--- config.mk ---
export PLATFORM = sky130hd
export DESIGN_NAME = uart_frame_receiver_core
export DESIGN_NICKNAME = d
export VERILOG_FILES = /design/src/ufr_pkg.sv /design/src/ufr_cfg_regs.sv /design/src/ufr_in_reg.sv /design/src/ufr_engine.sv /design/src/uart_frame_receiver_core.sv
export SDC_FILE = /design/constraint.sdc
export NUM_CORES = 1
export LEC_CHECK = 0
export BUFFER_PORTS_ARGS = -buffer_cell sky130_fd_sc_hd__clkbuf_2
export CORE_MARGIN = 10
export CORE_UTILIZATION = 25
export CTS_CLUSTER_SIZE = 14
export DETAILED_ROUTE_END_ITERATION = 6
export SYNTH_ARGS = -nofsm -noshare
export SYNTH_HDL_FRONTEND = slang
export SYNTH_SLANG_ARGS = --single-unit
--- constraint.sdc ---
create_clock -name clk -period 2.86 [get_ports clk]
set_input_delay 0.572 -clock clk [delete_from_list [all_inputs] [get_ports clk]]
set_output_delay 0.572 -clock clk [all_outputs]
set_load 0.005 [all_outputs]
--- src/ufr_pkg.sv ---
package ufr_pkg;

	localparam int unsigned BYTE_W = 8;
	localparam int unsigned LEN_W = 16;
	localparam int unsigned CNT_W = 11;
	localparam int unsigned POS_W = 10;
	localparam int unsigned LINK_W = 16;
	localparam int unsigned CFG_IDX_W = 2;
	localparam int unsigned CFG_DATA_W = 16;

	localparam logic [LEN_W-1:0] MAX_FRAME_LEN = 16'd1024;
	localparam logic [BYTE_W-1:0] SYNC_BYTE = 8'hAA;

	localparam logic [BYTE_W-1:0] BYTE_TIMEOUT_RST = 8'd10;
	localparam logic [LINK_W-1:0] LINK_TIMEOUT_RST = 16'd1000;

	localparam logic [CFG_IDX_W-1:0] REG_BYTE_TIMEOUT = 2'd0;
	localparam logic [CFG_IDX_W-1:0] REG_LINK_TIMEOUT = 2'd1;

	localparam logic MODE_BYTE = 1'b0;
	localparam logic MODE_TICK = 1'b1;

	typedef enum logic [1:0] {
		EV_NONE    = 2'd0,
		EV_PAYLOAD = 2'd1,
		EV_GOOD    = 2'd2,
		EV_CSUM    = 2'd3
	} event_t;

	typedef enum logic [2:0] {
		PH_HUNT    = 3'd0,
		PH_LEN_HI  = 3'd1,
		PH_LEN_LO  = 3'd2,
		PH_CMD     = 3'd3,
		PH_PAYLOAD = 3'd4,
		PH_CHECK   = 3'd5,
		PH_TRAILER = 3'd6
	} phase_t;

	typedef struct packed {
		logic              mode;
		logic [BYTE_W-1:0] rx_byte;
	} item_t;

	typedef struct packed {
		logic [BYTE_W-1:0] byte_timeout;
		logic [LINK_W-1:0] link_timeout;
	} cfg_t;

	typedef struct packed {
		event_t            event_res;
		logic [BYTE_W-1:0] data;
		logic [POS_W-1:0]  position;
		logic [BYTE_W-1:0] command;
		logic [CNT_W-1:0]  frame_length;
		logic              link_up;
	} res_t;

endpackage

--- src/ufr_cfg_regs.sv ---
module ufr_cfg_regs
	import ufr_pkg::*;
(
	input  logic                  clk,
	input  logic                  arst_n,
	input  logic                  cfg_we,
	input  logic [CFG_IDX_W-1:0]  cfg_index,
	input  logic [CFG_DATA_W-1:0] cfg_data,
	output cfg_t                  cfg
);

	logic [BYTE_W-1:0] byte_timeout_q;
	logic [LINK_W-1:0] link_timeout_q;

	always_ff @(posedge clk or negedge arst_n) begin
		if (!arst_n) begin
			byte_timeout_q <= BYTE_TIMEOUT_RST;
			link_timeout_q <= LINK_TIMEOUT_RST;
		end else if (cfg_we) begin
			unique case (cfg_index)
				REG_BYTE_TIMEOUT: byte_timeout_q <= cfg_data[BYTE_W-1:0];
				REG_LINK_TIMEOUT: link_timeout_q <= cfg_data[LINK_W-1:0];
				default: ;
			endcase
		end
	end

	assign cfg.byte_timeout = byte_timeout_q;
	assign cfg.link_timeout = link_timeout_q;

endmodule

--- src/ufr_in_reg.sv ---
module ufr_in_reg
	import ufr_pkg::*;
(
	input  logic  clk,
	input  logic  arst_n,
	input  logic  in_valid,
	output logic  in_ready,
	input  item_t item_in,
	output logic  valid_s1,
	output item_t item_s1,
	input  logic  take
);

	logic valid_s1_q;

	assign in_ready = !valid_s1_q || take;
	assign valid_s1 = valid_s1_q;

	always_ff @(posedge clk or negedge arst_n) begin
		if (!arst_n) begin
			valid_s1_q <= 1'b0;
		end else if (in_valid && in_ready) begin
			valid_s1_q <= 1'b1;
		end else if (take) begin
			valid_s1_q <= 1'b0;
		end
	end

	always_ff @(posedge clk) begin
		if (in_valid && in_ready) begin
			item_s1 <= item_in;
		end
	end

endmodule

--- src/ufr_engine.sv ---
module ufr_engine
	import ufr_pkg::*;
(
	input  logic  clk,
	input  logic  arst_n,
	input  cfg_t  cfg,
	input  logic  valid_s1,
	input  item_t item_s1,
	output logic  take,
	output logic  out_valid,
	input  logic  out_ready,
	output res_t  res
);

	phase_t            phase_q, phase_d;
	logic [LEN_W-1:0]  length_q, length_d;
	logic [CNT_W-1:0]  count_q, count_d;
	logic [BYTE_W-1:0] sum_q, sum_d;
	logic [BYTE_W-1:0] cmd_q, cmd_d;
	logic [BYTE_W-1:0] btimer_q, btimer_d;
	logic [LINK_W-1:0] ltimer_q, ltimer_d;
	logic [LEN_W-1:0]  len_full;
	logic              out_valid_s2;
	res_t              res_d, res_s2;

	assign take = valid_s1 && (!out_valid_s2 || out_ready);
	assign out_valid = out_valid_s2;
	assign res = res_s2;
	assign len_full = {length_q[BYTE_W-1:0], item_s1.rx_byte};

	always_comb begin
		phase_d = phase_q;
		length_d = length_q;
		count_d = count_q;
		sum_d = sum_q;
		cmd_d = cmd_q;
		btimer_d = btimer_q;
		ltimer_d = ltimer_q;
		res_d.event_res = EV_NONE;
		res_d.data = '0;
		res_d.position = '0;
		if (item_s1.mode == MODE_BYTE) begin
			btimer_d = cfg.byte_timeout;
			unique case (phase_q)
				PH_LEN_HI: begin
					length_d = {{(LEN_W-BYTE_W){1'b0}}, item_s1.rx_byte};
					count_d = '0;
					sum_d = '0;
					phase_d = PH_LEN_LO;
				end
				PH_LEN_LO: begin
					length_d = len_full;
					phase_d = (len_full > MAX_FRAME_LEN) ? PH_HUNT : PH_CMD;
				end
				PH_CMD: begin
					cmd_d = item_s1.rx_byte;
					phase_d = PH_PAYLOAD;
				end
				PH_PAYLOAD: begin
					res_d.event_res = EV_PAYLOAD;
					res_d.data = item_s1.rx_byte;
					res_d.position = count_q[POS_W-1:0];
					sum_d = sum_q + item_s1.rx_byte;
					count_d = count_q + 1'b1;
					if (length_q <= {{(LEN_W-CNT_W){1'b0}}, count_d}) begin
						phase_d = PH_CHECK;
					end
				end
				PH_CHECK: begin
					if (item_s1.rx_byte != sum_q) begin
						res_d.event_res = EV_CSUM;
						phase_d = PH_HUNT;
					end else begin
						phase_d = PH_TRAILER;
					end
				end
				PH_TRAILER: begin
					res_d.event_res = EV_GOOD;
					ltimer_d = cfg.link_timeout;
					phase_d = PH_HUNT;
				end
				default: begin
					phase_d = (item_s1.rx_byte == SYNC_BYTE) ? PH_LEN_HI : PH_HUNT;
				end
			endcase
		end else begin
			if (btimer_q != '0) begin
				btimer_d = btimer_q - 1'b1;
				if (btimer_d == '0) begin
					phase_d = PH_HUNT;
				end
			end
			if (ltimer_q != '0) begin
				ltimer_d = ltimer_q - 1'b1;
			end
		end
		res_d.command = cmd_d;
		res_d.frame_length = length_d[CNT_W-1:0];
		res_d.link_up = (ltimer_d != '0);
	end

	always_ff @(posedge clk or negedge arst_n) begin
		if (!arst_n) begin
			phase_q <= PH_HUNT;
			length_q <= '0;
			count_q <= '0;
			sum_q <= '0;
			cmd_q <= '0;
			btimer_q <= '0;
			ltimer_q <= '0;
			out_valid_s2 <= 1'b0;
		end else begin
			if (take) begin
				phase_q <= phase_d;
				length_q <= length_d;
				count_q <= count_d;
				sum_q <= sum_d;
				cmd_q <= cmd_d;
				btimer_q <= btimer_d;
				ltimer_q <= ltimer_d;
				out_valid_s2 <= 1'b1;
			end else if (out_ready) begin
				out_valid_s2 <= 1'b0;
			end
		end
	end

	always_ff @(posedge clk) begin
		if (take) begin
			res_s2 <= res_d;
		end
	end

endmodule

--- src/uart_frame_receiver_core.sv ---
// Frame receiver for a sync/length/command/payload/checksum/trailer byte stream, with
// inter-byte and link timers driven by tick items. One item (byte or tick) is accepted
// every cycle unless a held result is not read (out_ready back-pressure stalls the input),
// and each gives exactly one result. An accepted item waits in the input register until
// the engine takes it; its state update is combinational and loads with the result register.
// Configuration writes take effect at once and are meant for when the block is idle.
module uart_frame_receiver_core
	import ufr_pkg::*;
(
	input  logic                  clk,
	input  logic                  arst_n,
	input  logic                  cfg_we,
	input  logic [CFG_IDX_W-1:0]  cfg_index,
	input  logic [CFG_DATA_W-1:0] cfg_data,
	input  logic                  in_valid,
	output logic                  in_ready,
	input  logic                  mode,
	input  logic [BYTE_W-1:0]     rx_byte,
	output logic                  out_valid,
	input  logic                  out_ready,
	output logic [1:0]            event_res,
	output logic [BYTE_W-1:0]     data,
	output logic [POS_W-1:0]      position,
	output logic [BYTE_W-1:0]     command,
	output logic [CNT_W-1:0]      frame_length,
	output logic                  link_up
);

	cfg_t  cfg;
	item_t item_in, item_s1;
	logic  valid_s1;
	logic  take;
	res_t  res;

	assign item_in.mode = mode;
	assign item_in.rx_byte = rx_byte;

	ufr_cfg_regs u_cfg (
		.clk      (clk),
		.arst_n   (arst_n),
		.cfg_we   (cfg_we),
		.cfg_index(cfg_index),
		.cfg_data (cfg_data),
		.cfg      (cfg)
	);

	ufr_in_reg u_in (
		.clk     (clk),
		.arst_n  (arst_n),
		.in_valid(in_valid),
		.in_ready(in_ready),
		.item_in (item_in),
		.valid_s1(valid_s1),
		.item_s1 (item_s1),
		.take    (take)
	);

	ufr_engine u_eng (
		.clk      (clk),
		.arst_n   (arst_n),
		.cfg      (cfg),
		.valid_s1 (valid_s1),
		.item_s1  (item_s1),
		.take     (take),
		.out_valid(out_valid),
		.out_ready(out_ready),
		.res      (res)
	);

	assign event_res = res.event_res;
	assign data = res.data;
	assign position = res.position;
	assign command = res.command;
	assign frame_length = res.frame_length;
	assign link_up = res.link_up;

	a_ready_only_when_full: assert property (@(posedge clk) disable iff (!arst_n)
		!in_ready |-> valid_s1)
		else $error("input stalled with empty input register");

	a_hold_on_stall: assert property (@(posedge clk) disable iff (!arst_n)
		valid_s1 && out_valid && !out_ready |=> valid_s1 && !$past(take))
		else $error("item advanced while result stalled");

	a_position_in_frame: assert property (@(posedge clk) disable iff (!arst_n)
		out_valid && event_res == EV_PAYLOAD |->
			({1'b0, position} < frame_length) || (position == '0))
		else $error("payload position beyond frame length");

endmodule
==> metrics <==
outcome complete, no violations; port bufs 73; Crit Path Max Fanout 6; area leader, netlist dfrtp_1; Max Freq 0.378 GHz; Vias 5462; post-detailed-route wirelength per cell 16.4 µm; minimum clock period 2650 ps; Slew @ Worst Pin 910 ps; final period utilization 92.6%; Slew HR 39.0%; # IOs 74; Total GRT Usage between 10% and 20%; H-tree depth 4; Initial DRT Pass Iterations 5; first-pass GRT wire length a little over 30000 µm; CTS Hold Bufs 0; worst hold path class primary input to asynchronous set/reset pin; Synth Flop Type dfrtp_1; post-detailed-routing wire length 19200 µm; sequential-to-total area share from yosys stat 52.4%; Clk Latency, worst-skew pair approximately 430 ps; routability cong. 0.877; area growth from synthesis to layout 20.5%; # resized after CTS 0; DRC 0; post-route ant nets 0; Fin. Hold Viols 0; Setup Skew 9.69 ps; CTS root buf clkbuf_16; crit path DAT 2800 ps; total power between 5 and 6 mW; EDFF count, synth 49; Critical Path End Type flip-flop; Sink Count 145; Slew Viols, Final 0; Die X slightly below 200 µm; Final TNS setup 0 ps; Std-Cell Rows just over 60; Finish-stage setup viols 0; postcts setup bufs 0; die area 36900 µm²; ranking of synthesized cells by area dfrtp_1 30%, edfxtp_1 20%, mux2_2 7.5%, nand2_1 6.3%, ha_1 3.9%; peak supply drop between 400 and 500 µV; syn nets around 750; clock-pin slew on the worst setup and hold paths roughly 70 ps; Syn Area/Cell 10.7 µm²; critical path class flip-flop to flip-flop; Synth Cell Area roughly 7400 µm²; core area about 29000 µm²; post-synthesis cell type count 66; via count of the first global-routing pass 5524; Leak 3.78 nW; RSZ-0062 raised after global routing false; Via density 4.66; Synth warnings 0; Worst Path Required 3020 ps; Max Buffers Root-to-Sink 2; Initial Util 25.6%; number of synthesized register bits 145; Async S/R FF share, synth 66.2%; ratio of cells with drive above 1 in the final layout 26.5%; Cell Pwr Density 652 nW/µm²; Mapped Cells around 690; critical path launch point type flip-flop; largest net degree at the start of global routing 50; DP Wirelength 13700 µm; # Max-Cap Violations 0; top cell type's share of synthesized area between 20% and 30%; initial antenna violation count 0; Die Span Y 192 µm; Total Nets Final 831; DR iter-0 viols 364; CTS tree done; ant diodes 0; clock buffer count from CTS 17; grt total ovfl 0
-- metal layers --
metal,routed length [µm],GRT usage (%),up-vias
li1,-,-,2680
met1,9190,14.6,2636
met2,8740,16.3,127
met3,1010,2.97,19
met4,231,2.80,0
met5,0,0,-
-- cell type report --
type                       count  area, µm²
clock inverter                15        179
sequential                   145       3880
tap                          384        480
timing repair buffer         100        583
multi-input combinational    497       3320
fill                        2964      20000
inverter                      14       52.6
clock buffer                  17        425
-- registers in the layout (all words and copies together) (netlist names) --
signal                cells
u_eng.res                40
u_cfg.link_timeout_q     16
u_eng.length_q           16
u_eng.ltimer_q           16
u_eng.count_q            11
u_in.item_s1              9
u_cfg.byte_timeout_q      8
u_eng.btimer_q            8
u_eng.cmd_q               8
u_eng.sum_q               8
u_eng.phase_q             3
u_eng.out_valid           1
u_in.valid_s1             1
-- critical path, stage by stage, from the launching register on --
cell and delay [ps]:
dfrtp_1 440, or4_4 630, nor2_4 260, a2111oi_4 110, o31ai_2 330, o21ai_1 130, nor4b_1 310, nand3_1 150
-- synth_stat cells (all sizes together) (6+ instances only) --
cell type and n:
inv 14, xor2 12, o31ai 6, clkbuf 25, nor4 10, buf 10, dfstp 8, edfxtp 49
ha 23, a21o 6, mux2 50, nand3 19, nand2 125, nand2b 7, nor3 18, o21ai 45
dfrtp 88, xnor2 16, a31oi 6, and3 12, nor2 26, a21oi 23, and2 19
-- final timing paths --
kind	start	end	slack, ps	depth (start not counted)
max	u_eng.ltimer_q[6]	u_eng.res[0]	210	7
min	arst_n	u_eng.count_q[1]	120	1
max reg2reg	u_eng.ltimer_q[6]	u_eng.res[0]	210	7
min reg2reg	u_eng.cmd_q[0]	u_eng.cmd_q[0]	470	2
max in group asynchronous	arst_n	u_cfg.link_timeout_q[3]	1990	2
min in group clk	rx_byte[0]	u_in.item_s1[0]	310	1
-- report_power, final --
part	leakage (nW)	internal [mW]	switching (mW)
Clock	0.295	1.26	1.04
Combinational	1.77	0.393	0.500
Sequential	1.71	2.39	0.240
-- cell families (layout without fill, tap and decap cells) --
kind of cell / count (synthesis) / count (layout) / synth area share, %
AND/OR/NAND/NOR: 266 / 266 / 17.8
XOR/XNOR: 28 / 28 / 3.31
multiplexers: 55 / 55 / 8.28
AO/OA/AOI/OAI: 124 / 124 / 11.1
buffers and inverters: 49 / 146 / 2.89
adder cells (fa/ha/maj): 24 / 24 / 4.16
flip-flops: 145 / 145 / 52.4
-- per-stage QoR --
stage | cells | setup slack, ps | utilization [%] | cell area (µm²) | hold WS, ps
floorplan | 691 | 108 | - | 7410 | 276
global placement | 1140 | 240 | 28.7 | 8310 | 453
detailed placement | 1140 | 171 | 28.7 | 8310 | 459
CTS | 1172 | 142 | 30.8 | 8910 | 133
global route | 1172 | 3.06 | 30.8 | 8930 | 150
finish | 1172 | 212 | 30.8 | 8930 | 118
-- placed cells by master, fill, tap and decap left out, types with 6 or more instances in the layout --
master and instances:
a21o_1 6, o21ai_0 36, and3_1 11, nand2b_1 7
dfrtp_1 87, nor3_1 15, xnor2_1 16, o21ai_1 9
clkbuf_16 17, edfxtp_1 49, clkbuf_2 72, nand2_1 124
nand3_1 18, inv_1 13, and2_1 19, dfstp_2 8
xor2_1 11, nor2_1 25, mux2_2 49, ha_1 23
a31oi_1 6, buf_4 27, nor4_1 9, a21oi_1 23
(Power assumes the default switching activity.)
